<file path="config.mk">
export PLATFORM = sky130hd
export DESIGN_NAME = idea_cbc_block_encryptor_top_flat
export DESIGN_NICKNAME = d
export VERILOG_FILES = /design/src/sv/idea_cbc_pkg.sv /design/src/sv/idea_cbc_if.sv /design/src/sv/idea_cbc_block_encryptor_top.sv /design/src/flat_wrapper.sv
export SDC_FILE = /design/constraint.sdc
export NUM_CORES = 2
export LEC_CHECK = 0
export BUFFER_PORTS_ARGS = -buffer_cell sky130_fd_sc_hd__clkbuf_2
export CORE_MARGIN = 1.5
export CORE_UTILIZATION = 30
export CTS_BUF_LIST = sky130_fd_sc_hd__clkbuf_4
export DETAILED_ROUTE_END_ITERATION = 16
export SLEW_MARGIN = 10
export SYNTH_ARGS = -nofsm -noshare
export SYNTH_HDL_FRONTEND = slang
export SYNTH_SLANG_ARGS = --single-unit
</file>
<file path="constraint.sdc">
create_clock -name clk_i -period 13.07 [get_ports clk_i]
set_clock_uncertainty 0.1 [all_clocks]
set_input_delay 2.614 -clock clk_i [delete_from_list [all_inputs] [get_ports clk_i]]
set_output_delay 2.614 -clock clk_i [all_outputs]
set_load 0.05 [all_outputs]
</file>
<file path="src/sv/idea_cbc_pkg.sv">
// Package for the IDEA CBC block encryptor: widths, register indexes,
// key schedule helpers and the modulo 65537 multiplier.
// No dependencies.
`timescale 1ns / 1ps

package idea_cbc_pkg;

  localparam int unsigned BlockW  = 64;
  localparam int unsigned WordW   = 16;
  localparam int unsigned KeyW    = 128;
  localparam int unsigned CfgIdxW = 2;
  localparam int unsigned CfgW    = 64;

  typedef logic [BlockW-1:0]  block_t;
  typedef logic [WordW-1:0]   word_t;
  typedef logic [KeyW-1:0]    key_t;
  typedef logic [CfgIdxW-1:0] cfg_idx_t;

  localparam cfg_idx_t RegKeyHigh = 2'd0;
  localparam cfg_idx_t RegKeyLow  = 2'd1;

  // round 8 is the output transform
  localparam logic [3:0] LastRound = 4'd8;

  // key rotation between groups of eight subkeys
  localparam logic [6:0] KeyRot = 7'd25;

  // Subkey at offset j from the current word pointer w. The register s holds
  // the key rotated so that the word at w sits in the top 16 bits.
  function automatic word_t key_word(key_t s, logic [2:0] w, logic [1:0] j);
    logic [2*KeyW-1:0] ss;
    logic [3:0]        pos;
    logic [6:0]        amt;
    ss  = {s, s};
    pos = {1'b0, w} + {2'b00, j};
    amt = {1'b0, j, 4'b0000} + (pos[3] ? KeyRot : 7'd0);
    return ss[8'd255 - {1'b0, amt} -: WordW];
  endfunction

  // Advance the schedule register by m words (m at most 3).
  function automatic key_t key_adv(key_t s, logic [2:0] w, logic [1:0] m);
    logic [2*KeyW-1:0] ss;
    logic [3:0]        pos;
    logic [6:0]        amt;
    ss  = {s, s};
    pos = {1'b0, w} + {2'b00, m};
    amt = {1'b0, m, 4'b0000} + (pos[3] ? KeyRot : 7'd0);
    return ss[8'd255 - {1'b0, amt} -: KeyW];
  endfunction

  // Multiplication modulo 65537, zero stands for 65536.
  function automatic word_t mul_mod(word_t a, word_t b);
    logic [2*WordW-1:0] p;
    word_t              lo;
    word_t              hi;
    word_t              r;
    p  = {16'd0, a} * {16'd0, b};
    lo = p[WordW-1:0];
    hi = p[2*WordW-1:WordW];
    if (a == '0) begin
      r = 16'd1 - b;
    end else if (b == '0) begin
      r = 16'd1 - a;
    end else begin
      r = lo - hi + {15'd0, (lo < hi)};
    end
    return r;
  endfunction

endpackage

</file>
<file path="src/sv/idea_cbc_if.sv">
// Handshake channel interfaces for the IDEA CBC encryptor: block input,
// result output and configuration write. Depends on idea_cbc_pkg.
`timescale 1ns / 1ps

interface idea_cbc_in_if import idea_cbc_pkg::*; ();
  logic   valid;
  logic   ready;
  block_t plain_block;
  logic   first_of_message;

  modport source (output valid, output plain_block, output first_of_message, input ready);
  modport sink   (input valid, input plain_block, input first_of_message, output ready);
endinterface

interface idea_cbc_out_if import idea_cbc_pkg::*; ();
  logic   valid;
  logic   ready;
  block_t cipher_block;

  modport source (output valid, output cipher_block, input ready);
  modport sink   (input valid, input cipher_block, output ready);
endinterface

interface idea_cbc_cfg_if import idea_cbc_pkg::*; ();
  logic                valid;
  logic                ready;
  cfg_idx_t            index;
  logic [CfgW-1:0]     data;

  modport source (output valid, output index, output data, input ready);
  modport sink   (input valid, input index, input data, output ready);
endinterface

</file>
<file path="src/sv/idea_cbc_block_encryptor_top.sv">
// IDEA CBC block encryptor: key registers, on-the-fly key schedule, one
// shared modulo 65537 multiplier under a round/phase sequencer.
// Depends on idea_cbc_pkg and the channel interfaces in idea_cbc_if.sv.
//
//   port    dir  transaction
//   blk_i   in   plain_block[63:0], first_of_message
//   res_o   out  cipher_block[63:0]
//   cfg_i   in   index[1:0] (0 key_high, 1 key_low), data[63:0]
//
// The result is registered after four multiplier passes per round over eight
// rounds, and two for the output transform. A new block is taken only in the
// idle state after the result is set, so blocks do not overlap.
// The single multiplier sets the block rate.
// blk_i.ready is high only while idle; the result sits in an output register.
// If the previous result is still held at the end, the last step waits.
// Reset clears keys and the chaining block; cfg_i is always ready.
`timescale 1ns / 1ps

module idea_cbc_block_encryptor_top import idea_cbc_pkg::*; (
  input  logic                   clk_i,
  input  logic                   rst_ni,
  idea_cbc_in_if.sink            blk_i,
  idea_cbc_out_if.source         res_o,
  idea_cbc_cfg_if.sink           cfg_i
);

  localparam logic StIdle = 1'b0;
  localparam logic StRun  = 1'b1;

  localparam logic [1:0] PhA = 2'd0;  // x0 * k0, the two adds
  localparam logic [1:0] PhD = 2'd1;  // x3 * k3
  localparam logic [1:0] PhE = 2'd2;  // (a ^ c) * k4
  localparam logic [1:0] PhF = 2'd3;  // (f + t0) * k5, round update

  logic       state_q;
  logic [1:0] phase_q;
  logic [3:0] round_q;
  logic [2:0] wp_q;
  block_t     keyhi_q, keylo_q;
  key_t       ks_q;
  block_t     x_q;
  word_t      a_q, b_q, c_q, d_q, t0_q;
  block_t     prev_q;
  block_t     out_q;
  logic       out_vld_q;

  word_t k0, k1, k2;
  word_t mul_a, mul_r, t2;
  logic  last_rnd, fin, stall, step, blk_acc, res_acc;

  assign k0 = key_word(ks_q, wp_q, 2'd0);
  assign k1 = key_word(ks_q, wp_q, 2'd1);
  assign k2 = key_word(ks_q, wp_q, 2'd2);

  always_comb begin
    case (phase_q)
      PhA:     mul_a = x_q[63:48];
      PhD:     mul_a = x_q[15:0];
      PhE:     mul_a = a_q ^ c_q;
      PhF:     mul_a = (b_q ^ d_q) + t0_q;
      default: mul_a = x_q[63:48];
    endcase
  end

  assign mul_r = mul_mod(mul_a, k0);
  assign t2    = t0_q + mul_r;

  assign last_rnd = (round_q == LastRound);
  assign fin      = (state_q == StRun) && last_rnd && (phase_q == PhD);
  assign stall    = fin && out_vld_q && !res_o.ready;
  assign step     = (state_q == StRun) && !stall;
  assign blk_acc  = blk_i.valid && blk_i.ready;
  assign res_acc  = res_o.valid && res_o.ready;

  assign blk_i.ready      = (state_q == StIdle);
  assign res_o.valid      = out_vld_q;
  assign res_o.cipher_block = out_q;
  assign cfg_i.ready      = 1'b1;

  // control, keys and chaining block
  always_ff @(posedge clk_i or negedge rst_ni) begin
    if (!rst_ni) begin
      state_q   <= StIdle;
      phase_q   <= PhA;
      round_q   <= '0;
      wp_q      <= '0;
      out_vld_q <= 1'b0;
      keyhi_q   <= '0;
      keylo_q   <= '0;
      prev_q    <= '0;
    end else begin
      if (cfg_i.valid) begin
        case (cfg_i.index)
          RegKeyHigh: keyhi_q <= cfg_i.data;
          RegKeyLow:  keylo_q <= cfg_i.data;
          default:    ;
        endcase
      end
      if (res_acc) begin
        out_vld_q <= 1'b0;
      end
      if (blk_acc) begin
        state_q <= StRun;
        phase_q <= PhA;
        round_q <= '0;
        wp_q    <= '0;
      end else if (step) begin
        case (phase_q)
          PhA: begin
            phase_q <= PhD;
            wp_q    <= wp_q + 3'd3;
          end
          PhD: begin
            wp_q <= wp_q + 3'd1;
            if (last_rnd) begin
              state_q   <= StIdle;
              out_vld_q <= 1'b1;
              prev_q    <= {a_q, b_q, c_q, mul_r};
            end else begin
              phase_q <= PhE;
            end
          end
          PhE: begin
            phase_q <= PhF;
            wp_q    <= wp_q + 3'd1;
          end
          PhF: begin
            phase_q <= PhA;
            wp_q    <= wp_q + 3'd1;
            round_q <= round_q + 4'd1;
          end
          default: phase_q <= PhA;
        endcase
      end
    end
  end

  // datapath
  always_ff @(posedge clk_i) begin
    if (blk_acc) begin
      x_q  <= blk_i.first_of_message ? blk_i.plain_block
                                     : (blk_i.plain_block ^ prev_q);
      ks_q <= {keyhi_q, keylo_q};
    end else if (step) begin
      case (phase_q)
        PhA: begin
          a_q  <= mul_r;
          ks_q <= key_adv(ks_q, wp_q, 2'd3);
          if (last_rnd) begin
            b_q <= x_q[31:16] + k1;
            c_q <= x_q[47:32] + k2;
          end else begin
            b_q <= x_q[47:32] + k1;
            c_q <= x_q[31:16] + k2;
          end
        end
        PhD: begin
          d_q  <= mul_r;
          ks_q <= key_adv(ks_q, wp_q, 2'd1);
          if (last_rnd) begin
            out_q <= {a_q, b_q, c_q, mul_r};
          end
        end
        PhE: begin
          t0_q <= mul_r;
          ks_q <= key_adv(ks_q, wp_q, 2'd1);
        end
        PhF: begin
          x_q  <= {a_q ^ mul_r, c_q ^ mul_r, b_q ^ t2, d_q ^ t2};
          ks_q <= key_adv(ks_q, wp_q, 2'd1);
        end
        default: ;
      endcase
    end
  end

  a_start: assert property (@(posedge clk_i) disable iff (!rst_ni)
    blk_acc |=> (state_q == StRun && round_q == '0 && phase_q == PhA && wp_q == '0))
    else $error("sequencer not restarted on block acceptance");

  a_round_range: assert property (@(posedge clk_i) disable iff (!rst_ni)
    round_q <= LastRound)
    else $error("round counter past output transform");

  a_out_phases: assert property (@(posedge clk_i) disable iff (!rst_ni)
    (state_q == StRun && last_rnd) |-> (phase_q == PhA || phase_q == PhD))
    else $error("output transform entered a round-only phase");

  a_key_align: assert property (@(posedge clk_i) disable iff (!rst_ni)
    (state_q == StRun && last_rnd && phase_q == PhA) |-> (wp_q == '0))
    else $error("subkey pointer misaligned at output transform");

  a_chain: assert property (@(posedge clk_i) disable iff (!rst_ni)
    (fin && !stall) |=> (res_o.valid && prev_q == out_q && blk_i.ready))
    else $error("result and chaining block disagree");

endmodule

</file>
<file path="src/flat_wrapper.sv">
// flat-port wrapper written by rule: the top's interface ports become plain ports
module idea_cbc_block_encryptor_top_flat import idea_cbc_pkg::*;
  (clk_i, rst_ni, blk_i_valid, blk_i_plain_block, blk_i_first_of_message, blk_i_ready, res_o_valid, res_o_cipher_block, res_o_ready, cfg_i_valid, cfg_i_index, cfg_i_data, cfg_i_ready);
  idea_cbc_in_if blk_i_i ();
  idea_cbc_out_if res_o_i ();
  idea_cbc_cfg_if cfg_i_i ();
  input  logic clk_i;
  input  logic rst_ni;
  input wire logic [$bits(blk_i_i.valid)-1:0] blk_i_valid;
  input wire logic [$bits(blk_i_i.plain_block)-1:0] blk_i_plain_block;
  input wire logic [$bits(blk_i_i.first_of_message)-1:0] blk_i_first_of_message;
  output wire logic [$bits(blk_i_i.ready)-1:0] blk_i_ready;
  output wire logic [$bits(res_o_i.valid)-1:0] res_o_valid;
  output wire logic [$bits(res_o_i.cipher_block)-1:0] res_o_cipher_block;
  input wire logic [$bits(res_o_i.ready)-1:0] res_o_ready;
  input wire logic [$bits(cfg_i_i.valid)-1:0] cfg_i_valid;
  input wire logic [$bits(cfg_i_i.index)-1:0] cfg_i_index;
  input wire logic [$bits(cfg_i_i.data)-1:0] cfg_i_data;
  output wire logic [$bits(cfg_i_i.ready)-1:0] cfg_i_ready;
  assign blk_i_i.valid = blk_i_valid;
  assign blk_i_i.plain_block = blk_i_plain_block;
  assign blk_i_i.first_of_message = blk_i_first_of_message;
  assign blk_i_ready = blk_i_i.ready;
  assign res_o_valid = res_o_i.valid;
  assign res_o_cipher_block = res_o_i.cipher_block;
  assign res_o_i.ready = res_o_ready;
  assign cfg_i_i.valid = cfg_i_valid;
  assign cfg_i_i.index = cfg_i_index;
  assign cfg_i_i.data = cfg_i_data;
  assign cfg_i_ready = cfg_i_i.ready;
  idea_cbc_block_encryptor_top u_core (.clk_i(clk_i), .rst_ni(rst_ni), .blk_i(blk_i_i), .res_o(res_o_i), .cfg_i(cfg_i_i));
endmodule
</file>
## Word-level counts from Yosys, hierarchy flattened

Index checks and enable logic that the tools add are counted.
Widths: inputs -> output; s select.

- Register bits: 539
- Input port bits: 136
- Word-level logic and storage cells: 120

- Add/sub/neg operators: 22
- Multipliers: 1
- $lt $le $gt $ge: 1
- Eq/ne operators: 6
- Shift-type cells: 4
- Muxes and demuxes: 34
- Bitwise operators: 9
- Reductions and logical operators: 27

Operator list:

| cell | number |
|---|---|
| $shiftx 383x9->128 | 2 |
| $shiftx 271x9->16 | 2 |
| $mux 128 | 2 |
| $mux 64 | 4 |
| $pmux 128 s2 | 1 |
| $add 16x16->16 | 6 |
| $xor 16x16->16 | 6 |
| $mux 16 | 4 |
| $pmux 16 s4 | 1 |
| $xor 64x64->64 | 1 |
| $logic_not 16->1 | 2 |
| $mul 16x16->32 | 1 |
| $sub 1x16->16 const A | 2 |
| $sub 8x7->8 const A | 3 |
| $add 16x1->16 | 1 |
| $lt 16x16->1 | 1 |
| $sub 16x16->16 | 1 |
| $mux 5 | 3 |
| $add 6x7->7 const A | 2 |
| $mux 4 | 3 |
| $reduce_and 3->1 | 4 |
| $mux 1 | 9 |
| $add 3x2->4 const B | 2 |
| $pmux 2 s4 | 1 |
| 20 further kinds | 40 |

## Logic depth before layout (Yosys ltp)

- Depth after elaboration: 13
- Mapped depth: 65

## Worst setup path after synthesis

No wires, ideal clock.

- Kind: reg2reg
- From: register u_core.b_q[0]
- To: register u_core.x_q[30] (data pin)
- Library setup time: 0.254 ns
- Data arrival time: 13.014 ns
- Required time: 12.716 ns
- Slack: -0.298 ns
- Cell stages (with the launch flop): 58
- Clock period less this slack: 13.368 ns
- Cells stage by stage: edfxtp_1 xor2_1 ha_1 fa_1 a211oi_2 nor2_1 o21a_1 a221oi_1 xnor2_1 a221o_1 clkbuf_1 clkbuf_1 nand2_1 fa_1 fa_1 inv_1 fa_1 fa_1 [22 not listed] fa_1 a21oi_1 o21bai_1 a2111oi_0 nor4_1 nor3_1 xor2_1 nor2_1 a31oi_1 a21oi_4 ha_1 o21ai_0 nand2b_1 a21boi_0 a41o_1 a311oi_1 xnor3_1 a21o_1

- Word-level cells in the longest chain between the ends: 13
- Elaborated cells between the ends (all ways): 16
- Classes of those cells: add/sub (5); mul (1); order compare (1); mux (6); bitwise (2); reduce/logical (1)

RTL lines:

| element | RTL line | RTL |
|---|---|---|
| start, declared | idea_cbc_block_encryptor_top.sv:42 | `word_t a_q, b_q, c_q, d_q, t0_q;` |
| start signal, assigned | idea_cbc_block_encryptor_top.sv:150 | `b_q <= x_q[31:16] + k1;` |
| start signal, assigned | idea_cbc_block_encryptor_top.sv:153 | `b_q <= x_q[47:32] + k1;` |
| $xor 16x16->16 (*) | idea_cbc_block_encryptor_top.sv:60 | `PhF: mul_a = (b_q ^ d_q) + t0_q;` |
| $add 16x16->16 (*) | idea_cbc_block_encryptor_top.sv:60 |  |
| $pmux 16 s4 (*) | idea_cbc_block_encryptor_top.sv:56 | `case (phase_q)` |
| $mul 16x16->32 | idea_cbc_pkg.sv:57 | `p = {16'd0, a} * {16'd0, b};` |
| $sub 16x16->16 / $lt 16x16->1 (equally long branches) | idea_cbc_pkg.sv:65 | `r = lo - hi + {15'd0, (lo < hi)};` |
| $add 16x1->16 | idea_cbc_pkg.sv:65 |  |
| $mux 16 | idea_cbc_pkg.sv:62 | `end else if (b == '0) begin` |
| $mux 16 (*) | idea_cbc_pkg.sv:60 | `if (a == '0) begin` |
| named net u_core.mul_r[10] | idea_cbc_block_encryptor_top.sv:48 | `word_t mul_a, mul_r, t2;` |
| $add 16x16->16 (*) | idea_cbc_block_encryptor_top.sv:66 | `assign t2 = t0_q + mul_r;` |
| $xor 16x16->16 (*) | idea_cbc_block_encryptor_top.sv:169 | `x_q <= {a_q ^ mul_r, c_q ^ mul_r, b_q ^ t2, d_q ^ t2};` |
| $mux 64 (*) | idea_cbc_block_encryptor_top.sv:145 | `case (phase_q)` |
| $mux 64 (*) | idea_cbc_block_encryptor_top.sv:144 | `end else if (step) begin` |
| $mux 64 (*) | idea_cbc_block_encryptor_top.sv:140 | `if (blk_acc) begin` |
| end signal, assigned | idea_cbc_block_encryptor_top.sv:141 | `x_q <= blk_i.first_of_message ? blk_i.plain_block` |
| end signal, assigned | idea_cbc_block_encryptor_top.sv:169 |  |
| end, declared | idea_cbc_block_encryptor_top.sv:41 | `block_t x_q;` |

The timed path passes the listed nets; every way through them passes the cells marked *. The select of a mux whose other input is x is not followed.
A chain may end at the register's enable or synchronous reset.

## Worst setup path after layout

- From: register u_core.b_q[1]
- To: register u_core.x_q[14] (data pin)

Same word-level chain as after synthesis.

==> out/metrics.csv <==
stage;metric;value;unit
synthesis;synth_seq_cells;539;
detailed_routing;wl_per_cell;21.7;µm
global_routing;grt_antenna_before_repair;14;
synthesis;seq_area_frac_synth;0.387;
die;fp.coreArea;0.129;mm²
synthesis;ys.flop_type;edfxtp_1;
detailed_routing;wirelength;140000;µm
clocking;clock_latency;1150;ps
place;dp_hpwl;103000;µm
detailed_routing;drc;0;
clocking;htree_levels;4;
finish;final_area;0.0471;mm²
timing;timing.final.crit_period;12800;ps
place;dp_cells;6131;
timing;setup_tns;0;ps
detailed_routing;drt_iter0_markers;3381;
die;die_y;364;µm
timing;setup_viol_count_final;0;
detailed_routing;met1_length;58100;µm
detailed_routing;vias;33100;
synthesis;avgSynthCellArea;9.56;µm²
timing;slew_viol_final;0;
setup_path;arrival;13510;ps
clocking;cts.sinks;539;
detailed_routing;route.met2.wl;63300;µm
worst_hold_path;min_path_type;reg2reg;
clocking;hold_buffers;0;
detailed_routing;first_pass_iters;8;
setup_path;ff2ff_path_depth;54;
place;place_area;0.0441;mm²
place;gp_congestion;0.939;
global_routing;grt_pass1_wl;208000;µm
setup_path;crit_fanout;4;
detailed_routing;vias_per_cell;5.14;
synthesis;yosysUniqueCellTypes;89;
global_routing;track_usage;0.208;
finish;drive_gt1_frac;0.243;
timing;tightest_slew;1070;ps
timing;whs;375;ps
synthesis;syn_nets;4648;
timing;fmax;78.1;MHz
synthesis;syn_area;0.0392;mm²
finish;finalNonFillerCells;6448;
synthesis;syn_inst;4099;
setup_path;cpMostUsedCell;fa_1;
clocking;cts_tree;built;
setup_path;cp.required;13790;ps
die;ios;203;
finish;num-fill-cells;13200;
die;start_util;0.303;
die;fp-row-count;132;
global_routing;grt_pass1_vias;32600;
detailed_routing;met3_length;12700;µm
timing;finalHoldViolations;0;
detailed_routing;topRoutingLayerUsed;met5;
job;maxCapViolCount;0;
synthesis;yosysWarnings;0;
setup_path;crit_type;reg2reg;
timing;slew_headroom;0.284;
run_status;status;finished, final reports clean;
global_routing;grt_max_degree;102;
setup_path;cpPeakStageDelay;640;ps
global_routing;overflow;0;
finish;syn_to_final_growth;20.2;%
clocking;clkTransAtPathRegs;60;ps
clocking;clk_path_buf_depth;3;
place;numPortBuffers;201;
clocking;cts_inserted_buffers;151;
setup_path;worstSetupStartpointType;register;
setup_path;crit_slowest_cell;fa_2;
die;die_x;364;µm
synthesis;synth-edff-count;336;
detailed_routing;ant_nets;0;
setup_path;endpoint_kind;register;
timing;rsz0062_at_grt;yes;
timing;fin_crit_sh;0.979;
finish;nNetsFinal;5119;
synthesis;ys_async_sr_fraction;0.377;
die;die_area;0.133;mm²
worst_hold_path;whs_path_depth;2;
clocking;cts-root-buf;clkbuf_4;
[synthesized netlist by cell type, types with 53 or more instances]
| cell | number | share of area |
|---|---|---|
| clkbuf_1 | 214 | 0.021 |
| o221ai_1 | 53 | 0.012 |
| mux2_2 | 162 | 0.047 |
| nand2b_1 | 75 | 0.012 |
| and2_1 | 97 | 0.015 |
| a31oi_1 | 57 | 0.0091 |
| nand3_1 | 136 | 0.017 |
| nand2_1 | 859 | 0.082 |
| a21oi_1 | 228 | 0.029 |
| inv_1 | 309 | 0.030 |
| fa_1 | 208 | 0.11 |
| xor2_1 | 88 | 0.020 |
| xnor2_1 | 170 | 0.038 |
| dfrtp_1 | 203 | 0.13 |
| nor2_1 | 197 | 0.019 |
| edfxtp_1 | 336 | 0.26 |
| ha_1 | 205 | 0.065 |
| o21ai_0 | 151 | 0.019 |
[worst paths after layout]
| check | end | from | slack [ps] |
|---|---|---|---|
| hold reg to reg | u_core.prev_q[14]$_DFFE_PN0P_ | u_core.prev_q[14]$_DFFE_PN0P_ | 370 |
| max in group asynchronous | u_core.wp_q[0]$_DFFE_PN0P_ | rst_ni | 9380 |
| hold / removal | u_core.prev_q[14]$_DFFE_PN0P_ | u_core.prev_q[14]$_DFFE_PN0P_ | 370 |
| setup reg to reg | u_core.x_q[14]$_DFFE_PP_ | u_core.b_q[1]$_DFFE_PP_ | 270 |
| min in group asynchronous | u_core.keylo_q[1]$_DFFE_PN0P_ | rst_ni | 1460 |
| setup / recovery | u_core.x_q[14]$_DFFE_PP_ | u_core.b_q[1]$_DFFE_PP_ | 270 |
[worst max-delay path: cells and delay by family, from the launching register on]
family                   cells  cell delay [ps]
AO/OA/AOI/OAI               21             4330
flip-flops                   1              430
buffers and inverters        6              540
XOR/XNOR                     4              840
adder cells (fa/ha/maj)     13             5000
AND/OR/NAND/NOR             10             1300
[stage by stage]
stage | worst slack (ps) | util
after floorplan | 17.1 | -
after global placement | -513 | 0.340
after detailed placement | -669 | 0.340
after CTS | 8.88 | 0.357
after global routing | -278 | 0.364
final | 274 | 0.364
[timing repair]
| item | 4_1_cts | 5_1_grt |
|---|---|---|
| buffers inserted | 3 | 25 |
| setup endpoints to repair | 18 | 22 |
| resized for setup | 25 | 139 |
| pin swaps | 23 | 99 |
[sequential cells by signal, summed over array words and instances (netlist names)]
register / flops
u_core.prev_q: 64
u_core.t0_q: 16
u_core.c_q: 16
u_core.ks_q: 128
u_core.res_o.cipher_block: 64
u_core.res_o.valid: 1
u_core.d_q: 16
u_core.phase_q: 2
u_core.wp_q: 3
u_core.round_q: 4
u_core.keylo_q: 64
u_core.b_q: 16
u_core.keyhi_q: 64
u_core.a_q: 16
u_core.x_q: 64
u_core.state_q: 1
[final cells by class]
type | instances | area [µm²] | area share
Timing Repair Buffer | 554 | 3770 | 0.0800
Clock buffer | 237 | 1780 | 0.0378
Tap cell | 1742 | 2180 | 0.0463
Inverter | 311 | 1170 | 0.0248
Sequential cell | 539 | 15200 | 0.322
Multi-Input combinational cell | 3013 | 22700 | 0.483
Clock inverter | 37 | 265 | 0.00563
Antenna cell | 15 | 37.5 | 0.000797
[cell usage in the layout, fill, tap and decap left out, types with 138 or more instances in the layout]
cell type / count
a21oi_1: 217
buf_4: 337
clkbuf_2: 200
clkbuf_4: 237
dfrtp_1: 202
edfxtp_1: 336
fa_1: 197
ha_1: 186
inv_1: 303
mux2_2: 162
nand2_1: 841
nor2_1: 190
o21ai_0: 138
xnor2_1: 161
[logic make-up after synthesis]
group                    after synthesis  share of synthesized area
AO/OA/AOI/OAI                        679                      0.110
XOR/XNOR                             260                     0.0588
adder cells (fa/ha/maj)              413                      0.172
buffers and inverters                547                     0.0535
flip-flops                           539                      0.387
multiplexers                         180                     0.0532
other                                  1                  0.0000957
AND/OR/NAND/NOR                     1480                      0.166
[per-layer routing]
metal / vias to the layer above / global-route usage
met5: - / 0
met4: 8 / 0.0861
met3: 272 / 0.0460
met2: 1583 / 0.324
met1: 16400 / 0.279
li1: 14900 / -
Power is left out: the tool's default activity adds up to more than one toggle a clock period on the data nets, which glitch-free logic cannot reach.
